[config.mk]
export PLATFORM = sky130hd
export DESIGN_NAME = djb2_bucket_index_unit
export DESIGN_NICKNAME = d
export VERILOG_FILES = /design/src/rtl/djb2_pkg.sv /design/src/rtl/djb2_mod_unit.sv /design/src/rtl/djb2_bucket_index_unit.sv
export SDC_FILE = /design/constraint.sdc
export NUM_CORES = 1
export LEC_CHECK = 0
export BUFFER_PORTS_ARGS = -buffer_cell sky130_fd_sc_hd__buf_2
export CORE_ASPECT_RATIO = 2
export CORE_UTILIZATION = 35
export CTS_CLUSTER_SIZE = 16
export DETAILED_ROUTE_END_ITERATION = 16
export SLEW_MARGIN = 15
export SYNTH_ARGS = -nofsm -noshare
export SYNTH_HDL_FRONTEND = slang
export SYNTH_SLANG_ARGS = --single-unit
[constraint.sdc]
create_clock -name clk -period 5.8 [get_ports clk]
set_clock_uncertainty 0.05 [all_clocks]
set_input_delay 1.45 -clock clk [delete_from_list [all_inputs] [get_ports clk]]
set_output_delay 1.45 -clock clk [all_outputs]
set_load 0.02 [all_outputs]
[src/rtl/djb2_pkg.sv]
// Shared types and constants for the djb2 bucket index block.
// No dependencies; imported by every module of the block.
package djb2_pkg;

  localparam int unsigned BYTE_W   = 8;
  localparam int unsigned BUCKET_W = 32;

  // djb2 seed, multiplier shift (x33 = x<<5 + x) and the key-name stop byte
  localparam logic [31:0]       SEED      = 32'd5381;
  localparam int unsigned       MUL_SHIFT = 5;
  localparam logic [BYTE_W-1:0] EQ_BYTE   = 8'h3D;
  localparam logic [BYTE_W-1:0] NUL_BYTE  = 8'h00;

  // configuration register indexes
  localparam logic REG_MODE       = 1'b0;
  localparam logic REG_TABLE_SIZE = 1'b1;

  // status of the shared remainder unit
  typedef struct packed {
    logic busy;
    logic done;
  } mod_status_t;

endpackage

[src/rtl/djb2_mod_unit.sv]
// Iterative remainder unit: one shift-and-subtract step per cycle.
// Depends on djb2_pkg. A zero divisor is taken as 2^32 (low bits returned).
module djb2_mod_unit #(
  parameter int unsigned DVD_W = 64
) (
  input  logic                          clk,
  input  logic                          rst_n,
  input  logic                          start,
  input  logic [DVD_W-1:0]              dividend,
  input  logic [djb2_pkg::BUCKET_W-1:0] divisor,
  output djb2_pkg::mod_status_t         status,
  output logic [djb2_pkg::BUCKET_W-1:0] remainder
);
  import djb2_pkg::*;

  localparam int unsigned CNT_W = $clog2(DVD_W + 1);

  typedef enum logic [1:0] {
    M_IDLE = 2'b01,
    M_RUN  = 2'b10
  } mod_state_t;

  mod_state_t          state_r, state_nxt;
  logic [DVD_W-1:0]    dvd_r, dvd_nxt;
  logic [BUCKET_W-1:0] dsr_r, dsr_nxt;
  logic [BUCKET_W-1:0] rem_r, rem_nxt;
  logic [CNT_W-1:0]    cnt_r, cnt_nxt;
  logic                done_r, done_nxt;

  logic [BUCKET_W:0] shifted;
  logic [BUCKET_W:0] diff;

  // restoring step: bring in the next dividend bit, subtract if it fits
  assign shifted = {rem_r, dvd_r[DVD_W-1]};
  assign diff    = shifted - {1'b0, dsr_r};

  always_comb begin
    state_nxt = state_r;
    dvd_nxt   = dvd_r;
    dsr_nxt   = dsr_r;
    rem_nxt   = rem_r;
    cnt_nxt   = cnt_r;
    done_nxt  = 1'b0;
    unique case (state_r)
      M_IDLE: begin
        if (start) begin
          dsr_nxt = divisor;
          if (divisor == '0) begin
            rem_nxt  = dividend[BUCKET_W-1:0];
            done_nxt = 1'b1;
          end else begin
            dvd_nxt   = dividend;
            rem_nxt   = '0;
            cnt_nxt   = CNT_W'(DVD_W);
            state_nxt = M_RUN;
          end
        end
      end
      M_RUN: begin
        rem_nxt = diff[BUCKET_W] ? shifted[BUCKET_W-1:0] : diff[BUCKET_W-1:0];
        dvd_nxt = {dvd_r[DVD_W-2:0], 1'b0};
        cnt_nxt = cnt_r - CNT_W'(1);
        if (cnt_r == CNT_W'(1)) begin
          done_nxt  = 1'b1;
          state_nxt = M_IDLE;
        end
      end
      default: state_nxt = M_IDLE;
    endcase
  end

  always_ff @(posedge clk) begin
    if (!rst_n) begin
      state_r <= M_IDLE;
      done_r  <= 1'b0;
      cnt_r   <= '0;
    end else begin
      state_r <= state_nxt;
      done_r  <= done_nxt;
      cnt_r   <= cnt_nxt;
    end
  end

  always_ff @(posedge clk) begin
    dvd_r <= dvd_nxt;
    dsr_r <= dsr_nxt;
    rem_r <= rem_nxt;
  end

  assign status.busy = (state_r == M_RUN);
  assign status.done = done_r;
  assign remainder   = rem_r;

endmodule

[src/rtl/djb2_bucket_index_unit.sv]
// Streaming djb2 hash with bucket reduction: one key byte a cycle, result
// at key end, once the remainder unit is done. Throughput: one byte a cycle
// inside a key; each key end holds the input while the bit-per-cycle
// remainder loop runs and until the output slot is free. Synchronous
// active-low reset clears the accumulator to the seed, registers to mode 0 /
// table_size 1, no pending result.
module djb2_bucket_index_unit #(
  parameter int unsigned HASH_WIDTH = 64
) (
  input  logic        clk,
  input  logic        rst_n,
  // input requests
  input  logic        in_tvalid,
  output logic        in_tready,
  input  logic [7:0]  in_tdata,   // [7:0] key_byte
  input  logic        in_tlast,   // last byte of the key
  // result requests
  output logic        out_tvalid,
  input  logic        out_tready,
  output logic [31:0] out_tdata,  // [31:0] bucket
  // configuration
  input  logic        cfg_we,
  input  logic        cfg_index,
  input  logic [31:0] cfg_wdata
);
  import djb2_pkg::*;

  typedef enum logic [2:0] {
    S_ACC  = 3'b001,  // taking key bytes
    S_WAIT = 3'b010,  // remainder unit running
    S_PUSH = 3'b100   // result held, output slot still full
  } state_t;

  state_t                state_r, state_nxt;
  logic [HASH_WIDTH-1:0] acc_r, acc_nxt;
  logic                  stopped_r, stopped_nxt;
  logic                  mode_r;
  logic [BUCKET_W-1:0]   tsize_r;
  logic [BUCKET_W-1:0]   res_r, res_nxt;
  logic                  out_valid_r, out_valid_nxt;
  logic [BUCKET_W-1:0]   out_data_r, out_data_nxt;

  logic                  in_fire;
  logic                  stop_now;
  logic                  hash_byte;
  logic [HASH_WIDTH-1:0] acc_step;
  logic [HASH_WIDTH-1:0] byte_ext;
  logic [HASH_WIDTH-1:0] acc_upd;
  logic                  out_free;
  logic                  mod_start;
  mod_status_t           mod_st;
  logic [BUCKET_W-1:0]   mod_rem;
  logic [BUCKET_W-1:0]   bucket;

  assign in_tready = (state_r == S_ACC);
  assign in_fire   = in_tvalid && in_tready;
  assign out_free  = !out_valid_r || out_tready;

  // key-name mode: a NUL or '=' byte stops hashing until the key ends
  assign stop_now  = !stopped_r && mode_r && ((in_tdata == NUL_BYTE) || (in_tdata == EQ_BYTE));
  assign hash_byte = !stopped_r && !stop_now;

  // acc*33 + signed byte, wrapping at HASH_WIDTH bits
  assign byte_ext = {{(HASH_WIDTH-BYTE_W){in_tdata[BYTE_W-1]}}, in_tdata};
  assign acc_step = (acc_r << MUL_SHIFT) + acc_r + byte_ext;
  assign acc_upd  = hash_byte ? acc_step : acc_r;

  assign mod_start = in_fire && in_tlast;

  // a remainder of zero maps to bucket one
  assign bucket = (mod_rem == '0) ? BUCKET_W'(1) : mod_rem;

  djb2_mod_unit #(
    .DVD_W (HASH_WIDTH)
  ) u_mod (
    .clk       (clk),
    .rst_n     (rst_n),
    .start     (mod_start),
    .dividend  (acc_upd),
    .divisor   (tsize_r),
    .status    (mod_st),
    .remainder (mod_rem)
  );

  always_comb begin
    state_nxt     = state_r;
    acc_nxt       = acc_r;
    stopped_nxt   = stopped_r;
    res_nxt       = res_r;
    out_valid_nxt = out_valid_r;
    out_data_nxt  = out_data_r;
    if (out_valid_r && out_tready) begin
      out_valid_nxt = 1'b0;
    end
    unique case (state_r)
      S_ACC: begin
        if (in_fire) begin
          if (in_tlast) begin
            acc_nxt     = HASH_WIDTH'(SEED);
            stopped_nxt = 1'b0;
            state_nxt   = S_WAIT;
          end else begin
            acc_nxt     = acc_upd;
            stopped_nxt = stopped_r || stop_now;
          end
        end
      end
      S_WAIT: begin
        if (mod_st.done) begin
          if (out_free) begin
            out_valid_nxt = 1'b1;
            out_data_nxt  = bucket;
            state_nxt     = S_ACC;
          end else begin
            res_nxt   = bucket;
            state_nxt = S_PUSH;
          end
        end
      end
      S_PUSH: begin
        if (out_free) begin
          out_valid_nxt = 1'b1;
          out_data_nxt  = res_r;
          state_nxt     = S_ACC;
        end
      end
      default: state_nxt = S_ACC;
    endcase
  end

  always_ff @(posedge clk) begin
    if (!rst_n) begin
      state_r     <= S_ACC;
      acc_r       <= HASH_WIDTH'(SEED);
      stopped_r   <= 1'b0;
      out_valid_r <= 1'b0;
      mode_r      <= 1'b0;
      tsize_r     <= BUCKET_W'(1);
    end else begin
      state_r     <= state_nxt;
      acc_r       <= acc_nxt;
      stopped_r   <= stopped_nxt;
      out_valid_r <= out_valid_nxt;
      if (cfg_we) begin
        unique case (cfg_index)
          REG_MODE:       mode_r  <= cfg_wdata[0];
          REG_TABLE_SIZE: tsize_r <= cfg_wdata;
          default:        ;
        endcase
      end
    end
  end

  // payload, no reset
  always_ff @(posedge clk) begin
    res_r      <= res_nxt;
    out_data_r <= out_data_nxt;
  end

  assign out_tvalid = out_valid_r;
  assign out_tdata  = out_data_r;

endmodule

==> qor.tcl, run 1 <==
set qor(gr-usage-met1_pct) 20.4
set qor(die_area_um2) 56500
set qor(power_report.internal_total_w) 0.00537
set qor(global_route.peak_usage_layer) {met2}
set qor(globalplace.congestion) 0.982
set qor(drt_drc_violations_left) 0
set qor(postSynthRegisterBits) 304
set qor(grtUsageMet3_pct) 1.64
set qor(global_route.usage.total_pct) 20.7
set qor(cpPeakStageDelay_ps) 470
set qor(critPathRequiredTime_ps) 6100
set qor(grt_overflow) 0
set qor(ys_warn_count) 0
set qor(top_level_ports) 81
set qor(place_area_um2) 20700
set qor(worst_hold_path_type) {flip-flop to flip-flop}
set qor(wl_per_cell_um) 21.1
set qor(grt_max_degree) 65
set qor(netlist-cell-type-count) 81
set qor(timing.max_cap.violations) 0
set qor(timing.final.hold_violations) 0
set qor(synth_seq_area_share_pct) 41.2
set qor(mappedNetlistNets) 2196
set qor(maximum_ir_drop_on_the_vdd_rail_mv) 0.221
set qor(ant_nets) 0
set qor(postSynth.asyncResetShare_pct) 0
set qor(cts.repair_timing.setup_buffer_count) 0
set qor(crit_path_top_delay_cell) {sky130_fd_sc_hd__buf_4}
set qor(synthesis.area_um2) 19400
set qor(numPortBuffers) 80
set qor(status) {complete, no violations}
set qor(grt_setup_unrepaired) {no}
set qor(crit_arrival_ps) 5510
set qor(clockPowerShare_pct) 22.3
set qor(initialDrtViolationCount) 910
set qor(cts.clk_slew.worst_paths_ps) 70
set qor(initial_antenna_violation_count) 0
set qor(power.switching_fraction_pct) 40.1
set qor(timing.final.setup_violations) 0
set qor(cts_hold_buffers) 0
set qor(power_density_nw_per_um2) 413
set qor(via_count) 15331
set qor(drive_gt1_share_pct) 13.1
set qor(totalWireLength_mm) 58.7
set qor(cts.repair.resized) 0
set qor(die-width_um) 169
set qor(ctsHtreeMaxLevel) 1
set qor(net-switching-power_w) 0.00359
set qor(fin_nets) 2231
set qor(end_kind) {flip-flop}
set qor(first_global_vias) 15958
set qor(vias_per_cell) 5.51
set qor(critPathLaunchType) {input pin}
set qor(pwr-share-seq_pct) 33.8
set qor(fp.dieH_um) 335
set qor(timing.critical_path.buf_inv) 4
set qor(synthesis.instances) 1986
set qor(worstSetupPathType) {input pin to flip-flop}
set qor(final_area_um2) 21700
set qor(cts_made_buffers) 29
set qor(power.combinational.fraction_pct) 43.9
set qor(antenna-diode-count) 0
set qor(critical_path.most_common_cell) {sky130_fd_sc_hd__buf_4}
set qor(fmax_mhz) 192
set qor(critical_path.top_delay_family) {buffers and inverters}
set qor(critical_path.max_fanout) 28
set qor(tritoncts_clock_tree) {built}
set qor(final.setup.tns_ps) 0
set qor(report.final.slew_viol_count) 0
set qor(syn-mean-instance-area_um2) 9.78
set qor(floorplan.core_area_um2) 54700
set qor(filler_cell_count) 5378
set qor(slew_headroom_pct) 30.4
set qor(ys.flop_type) {sky130_fd_sc_hd__edfxtp_1}
set qor(final_critical_path_required_period_ps) 5210
set qor(rows) 121
set qor(clock_sinks) 304
set qor(final.period_utilization_pct) 89.8
set qor(worst_margin_slew_ps) 1040
set qor(crit_path_cell_trace) {buf_4 > buf_12 > fa_1 > ha_1 > nand2_1 > nor4_1 > buf_4 > nand2b_1 > nor3_2 > a211oi_2 > o41ai_4 > buf_4 > a21oi_2 > nor2_1 > xnor2_1 > o21ai_0}
set qor(cts-root-to-sink-buffers) 3
set qor(initial_utilization_pct) 35.5
set qor(flow.area_growth_from_synthesis_pct) 11.7
set qor(cts_root_buf) {sky130_fd_sc_hd__clkbuf_16}
set qor(leakagePower_nw) 8.38
set qor(detailedPlacementHpwl_mm) 45.9
set qor(grtUsageMet2_pct) 42.1
set qor(wire_length_of_the_first_global_routing_pass_mm) 90.0
set qor(synth_enable_flop_cells) 192
set qor(clk_latency_ps) 590
set qor(detailedRoute.firstPassIterationCount) 7
[worst register-to-register path: stages, from the launching register on]
cell and delay (ps):
sky130_fd_sc_hd__dfxtp_1 440, sky130_fd_sc_hd__inv_1 100, sky130_fd_sc_hd__fa_1 480, sky130_fd_sc_hd__inv_1 50, sky130_fd_sc_hd__ha_1 360, sky130_fd_sc_hd__a21o_1 200, sky130_fd_sc_hd__a31o_2 250, sky130_fd_sc_hd__o21ai_0 450
sky130_fd_sc_hd__a21oi_1 130, sky130_fd_sc_hd__buf_4 180, sky130_fd_sc_hd__a211oi_2 450, sky130_fd_sc_hd__o41ai_4 150, sky130_fd_sc_hd__buf_4 180, sky130_fd_sc_hd__a21oi_2 260, sky130_fd_sc_hd__nor2_1 110, sky130_fd_sc_hd__xnor2_1 150
sky130_fd_sc_hd__o21ai_0 360
[power by group through the flow]
stage / Sequential [W] / Combinational (W) / Clock, W
detailed placement: 0.00308 / 0.00389 / 0
finish: 0.00303 / 0.00393 / 0.00200
global route: 0.00306 / 0.00433 / 0.00212
global placement: 0.00307 / 0.00384 / 0
CTS: 0.00303 / 0.00391 / 0.00205
floorplan: 0.00296 / 0.00282 / 0
[Yosys cell counts (all sizes together) (4+ instances only)]
| master | instances | share of area [%] |
|---|---|---|
| o21a | 15 | 0.58 |
| and2 | 15 | 0.48 |
| nor2 | 75 | 1.5 |
| o311ai | 6 | 0.31 |
| a21o | 34 | 1.3 |
| o41ai | 6 | 0.50 |
| a21oi | 145 | 3.8 |
| xnor2 | 57 | 2.6 |
| nand3 | 35 | 0.90 |
| o211ai | 28 | 1.1 |
| dfxtp | 112 | 12 |
| o21ai | 130 | 3.4 |
| mux2i | 19 | 0.98 |
| inv | 75 | 1.4 |
| a32o | 4 | 0.21 |
| mux2 | 64 | 3.7 |
| buf | 15 | 0.39 |
| nand2b | 15 | 0.48 |
| a2bb2oi | 4 | 0.18 |
| fa | 60 | 6.2 |
| or3 | 10 | 0.32 |
| edfxtp | 192 | 30 |
| a22o | 12 | 0.54 |
| clkbuf | 107 | 2.1 |
| a41oi | 4 | 0.18 |
| a22oi | 33 | 1.3 |
| a21boi | 37 | 1.4 |
| and3 | 15 | 0.48 |
| a221o | 6 | 0.31 |
| nand4 | 33 | 1.1 |
| a31oi | 12 | 0.39 |
| o31ai | 9 | 0.42 |
| a211oi | 5 | 0.22 |
| nor2b | 50 | 1.6 |
| o221ai | 7 | 0.38 |
| ha | 103 | 6.6 |
| o21bai | 23 | 0.89 |
| nor3 | 27 | 0.75 |
| nor4 | 23 | 0.74 |
| xor2 | 33 | 1.5 |
| a211o | 5 | 0.23 |
| nand2 | 284 | 5.5 |
[stage by stage]
stage | util [%] | cells | hold slack, ps | total power [W] | setup slack (ps)
5_1_grt | 39.7 | 2782 | 425 | 0.00951 | 350
4_1_cts | 39.7 | 2782 | 407 | 0.00900 | 626
2_1_floorplan | - | 1986 | 380 | 0.00578 | 7.21
3_5_place_dp | 37.9 | 2728 | 390 | 0.00697 | 17.8
6_report | 39.7 | 2782 | 404 | 0.00897 | 589
3_3_place_gp | 37.9 | 2728 | 393 | 0.00691 | 69.9
[cells by family after synthesis]
kind of cell / Yosys count / synth area share, %
flip-flops: 304 / 41.2
buffers and inverters: 198 / 3.92
AND/OR/NAND/NOR: 597 / 14.4
adder cells (fa/ha/maj): 163 / 12.8
multiplexers: 83 / 4.69
AO/OA/AOI/OAI: 551 / 18.9
XOR/XNOR: 90 / 4.06
[cell type report]
type                            count  area [um2]  area share, %
Clock inverter                     17         194          0.894
Multi-Input combinational cell   1484       10700           49.4
Inverter                           76         285           1.31
Tap cell                          738         923           4.26
Timing Repair Buffer              126         786           3.62
Clock buffer                       37         786           3.62
Sequential cell                   304        8010           36.9
[state kept, by name, summed over array words and instances, names as in the netlist, 2 cells and up]
name and count:
u_mod.dsr_r 32, u_mod.dvd_r 64, res_r 32, u_mod.remainder 32, tsize_r 32, out_tdata 32, acc_r 64, u_mod.state_r 2
state_r 3, u_mod.cnt_r 7
[routing by layer]
layer	vias to the layer above	wire, um
met2	443	33300
met4	0	2880
li1	7282	-
met3	138	2010
met1	7468	20600
met5	-	0
[path summary, 6_finish.rpt]
path / slack (ps) / start / to / depth (start not counted)
worst max-delay path: 590 / in_tdata[7] / u_mod.dvd_r[58] / 16
worst min-delay path: 400 / tsize_r[7] / u_mod.dsr_r[7] / 0
worst min register to register: 400 / tsize_r[7] / u_mod.dsr_r[7] / 0
worst max register to register: 1210 / acc_r[5] / u_mod.dvd_r[58] / 16
[layout by cell type, fill, tap and decap left out, types with 64 or more instances in the layout]
master                     synthesis  layout
sky130_fd_sc_hd__edfxtp_1        192     192
sky130_fd_sc_hd__nand2_1         283     283
sky130_fd_sc_hd__mux2_2           64      64
sky130_fd_sc_hd__dfxtp_1         112     112
sky130_fd_sc_hd__o21ai_0         123     123
sky130_fd_sc_hd__inv_1            75      75
sky130_fd_sc_hd__nor2_1           74      74
sky130_fd_sc_hd__a21oi_1         141     140
sky130_fd_sc_hd__ha_1            103     102
sky130_fd_sc_hd__buf_2             9      79
Note: power is estimated with default switching activity, not from simulation.
==> inputs of run 2 (changes only) <==
- RECOVER_POWER: default -> 25
==> run 2 against run 1 <==
- the run now ends with capacitance limit, slew limit left
- via count about the same
- global-route usage unchanged
- die area unchanged
- critical path type unchanged
==> qor.tcl, run 2 (synthesized netlist as in run 1, its figures left out) <==
set qor(worst_margin_slew_ps) 1930 ;# was 1040 ps
set qor(initialDrtViolationCount) 899 ;# was 910
set qor(power_density_nw_per_um2) 414 ;# was 413 nW/um2
set qor(grt_overflow) 0 ;# unchanged
set qor(cts.repair_timing.setup_buffer_count) 0 ;# unchanged
set qor(pwr-share-seq_pct) 33.8 ;# about the same
set qor(net-switching-power_w) 0.00359 ;# about the same
set qor(drt_drc_violations_left) 0 ;# unchanged
set qor(fmax_mhz) 193 ;# was 192 MHz
set qor(numPortBuffers) 80 ;# unchanged
set qor(failed_checks) {capacitance limit, slew limit}
set qor(worst_hold_path.endpoint) {u_mod.dsr_r[7]} ;# unchanged
set qor(die-width_um) 169 ;# unchanged
set qor(critPathLaunchType) {input pin} ;# unchanged
set qor(detailedPlacementHpwl_mm) 45.9 ;# unchanged
set qor(clk_latency_ps) 590 ;# about the same
set qor(wire_length_of_the_first_global_routing_pass_mm) 90.0 ;# unchanged
set qor(min_delay_path_depth) 0 ;# unchanged
set qor(crit_arrival_ps) 5490 ;# was 5510 ps
set qor(rows) 121 ;# unchanged
set qor(grt_max_degree) 65 ;# unchanged
set qor(worst_hold_path_type) {flip-flop to flip-flop} ;# unchanged
set qor(cts.clk_slew.worst_paths_ps) 70 ;# about the same
set qor(critical_path.max_fanout) 28 ;# unchanged
set qor(critPathRequiredTime_ps) 6110 ;# was 6100 ps
set qor(end_kind) {flip-flop} ;# unchanged
set qor(clockPowerShare_pct) 22.4 ;# was 22.3%
set qor(wl_per_cell_um) 21.1 ;# about the same
set qor(maximum_ir_drop_on_the_vdd_rail_mv) 0.221 ;# about the same
set qor(report.final.slew_viol_count) 100 ;# was 0
set qor(timing.max_cap.violations) 4 ;# was 0
set qor(clock_sinks) 304 ;# unchanged
set qor(cts_root_buf) {sky130_fd_sc_hd__clkbuf_16} ;# unchanged
set qor(layout_commonest_cell) {sky130_fd_sc_hd__nand2_1} ;# unchanged
set qor(slew_headroom_pct) -28.9 ;# was 30.4%
set qor(flow.area_growth_from_synthesis_pct) 11.6 ;# was 11.7%
set qor(totalWireLength_mm) 58.8 ;# was 58.7 mm
set qor(final_area_um2) 21700 ;# about the same
set qor(initial_utilization_pct) 35.5 ;# unchanged
set qor(place_area_um2) 20700 ;# unchanged
set qor(status) {finished with violations} ;# was complete, no violations
set qor(numPlacedInstances) 2728 ;# unchanged
set qor(global_route.usage.total_pct) 20.7 ;# unchanged
set qor(initial_antenna_violation_count) 0 ;# unchanged
set qor(fp.dieH_um) 335 ;# unchanged
set qor(power_report.internal_total_w) 0.00537 ;# about the same
set qor(tritoncts_clock_tree) {built} ;# unchanged
set qor(final_critical_path_required_period_ps) 5190 ;# was 5210 ps
set qor(die_area_um2) 56500 ;# unchanged
set qor(worstSetupPathType) {input pin to flip-flop} ;# unchanged
set qor(layout.cells.most_common_list) {sky130_fd_sc_hd__nand2_1, sky130_fd_sc_hd__edfxtp_1, sky130_fd_sc_hd__a21oi_1, sky130_fd_sc_hd__o21ai_0, sky130_fd_sc_hd__dfxtp_1} ;# unchanged
set qor(vias_per_cell) 5.51 ;# about the same
set qor(timing.reg2reg.worst_path_depth) 16 ;# unchanged
set qor(ctsHtreeMaxLevel) 1 ;# unchanged
set qor(globalplace.congestion) 0.982 ;# unchanged
set qor(r2r_end) {u_mod.dvd_r[58]} ;# unchanged
set qor(power_w) 0.00896 ;# was 0.00897 W
set qor(cts_hold_buffers) 0 ;# unchanged
set qor(power.switching_fraction_pct) 40.1 ;# about the same
set qor(power.combinational.fraction_pct) 43.9 ;# about the same
set qor(start_point_of_the_worst_hold_path) {tsize_r[7]} ;# unchanged
set qor(finalNonFillerCells) 2782 ;# unchanged
set qor(first_global_vias) 15958 ;# unchanged
set qor(final.setup.tns_ps) 0 ;# unchanged
set qor(antenna-diode-count) 0 ;# unchanged
set qor(top_level_ports) 81 ;# unchanged
set qor(leakagePower_nw) 8.36 ;# was 8.38 nW
set qor(grt_setup_unrepaired) {no} ;# unchanged
set qor(reg2reg_from) {acc_r[5]} ;# unchanged
set qor(ant_nets) 0 ;# unchanged
set qor(floorplan.core_area_um2) 54700 ;# unchanged
set qor(timing.final.setup_violations) 0 ;# unchanged
set qor(cts.repair.resized) 0 ;# unchanged
set qor(cts-root-to-sink-buffers) 3 ;# unchanged
set qor(via_count) 15318 ;# was 15331
set qor(timing.final.hold_violations) 0 ;# unchanged
set qor(detailedRoute.firstPassIterationCount) 5 ;# was 7
set qor(drive_gt1_share_pct) 12.7 ;# was 13.1%
set qor(fin_nets) 2231 ;# unchanged
set qor(cts_made_buffers) 29 ;# unchanged
set qor(reg.largest.list) {acc_r (64), u_mod.dvd_r (64)} ;# unchanged
set qor(r2r_slack_ps) 1210 ;# about the same
set qor(final.period_utilization_pct) 89.4 ;# was 89.8%
[run 2: cell count changes in the layout (fill, tap and decap cells not counted), sizes merged]
cell    previous run  this run
buf              126       120
clkbuf            37        43
[run 2: cell type report]
type / count / area [um2]
clock buffer: 37 / 786
clock inverter: 17 / 194
fill: 5383 / 33000
inverter: 76 / 285
multi-input combinational: 1484 / 10700
sequential: 304 / 8010
tap: 738 / 923
timing repair buffer: 126 / 768
[run 2: worst max-delay path: stages]
cell and delay (ps):
sky130_fd_sc_hd__buf_4 470, sky130_fd_sc_hd__buf_12 340, sky130_fd_sc_hd__fa_1 460, sky130_fd_sc_hd__ha_1 400, sky130_fd_sc_hd__nand2_1 140, sky130_fd_sc_hd__nor4_1 400, sky130_fd_sc_hd__buf_4 190, sky130_fd_sc_hd__nand2b_1 80
sky130_fd_sc_hd__nor3_2 130, sky130_fd_sc_hd__a211oi_2 160, sky130_fd_sc_hd__o41ai_4 360, sky130_fd_sc_hd__buf_4 200, sky130_fd_sc_hd__a21oi_2 100, sky130_fd_sc_hd__nor2_1 150, sky130_fd_sc_hd__xnor2_1 90, sky130_fd_sc_hd__o21ai_0 350
[run 2: worst max path at each step]
stage | start | endpoint | depth (start not counted)
after floorplan | in_tlast | u_mod.cnt_r[5] | 9
after global placement | in_tdata[7] | u_mod.dvd_r[58] | 16
after detailed placement | in_tdata[7] | u_mod.dvd_r[58] | 16
after CTS | in_tdata[7] | u_mod.dvd_r[58] | 16
after global routing | in_tdata[7] | u_mod.dvd_r[58] | 16
final | in_tdata[7] | u_mod.dvd_r[58] | 16
[run 2: metal layers]
metal / routed length, um / up-vias / part of all wire, % / GRT usage, %
met5: 0 / - / 0 / 0
met4: 2900 / 0 / 4.9 / 10.6
met3: 2150 / 140 / 3.7 / 1.64
met2: 33200 / 432 / 56 / 42.1
met1: 20500 / 7462 / 35 / 20.4
li1: - / 7284 / - / -
[run 2: power by group through the flow]
stage	clock, W	sequential, W	combinational (W)
2_1_floorplan	0	0.00296	0.00282
3_3_place_gp	0	0.00307	0.00384
3_5_place_dp	0	0.00308	0.00389
4_1_cts	0.00205	0.00303	0.00391
5_1_grt	0.00212	0.00306	0.00433
6_report	0.00200	0.00303	0.00393
[run 2: through the flow]
step                      worst slack (ps)  hold slack (ps)  utilization (%)
final                                  613              404             39.7
after global routing                   350              425             39.7
after CTS                              626              407             39.7
after detailed placement              17.8              390             37.9
after global placement                69.9              393             37.9
after floorplan                       7.21              380                -
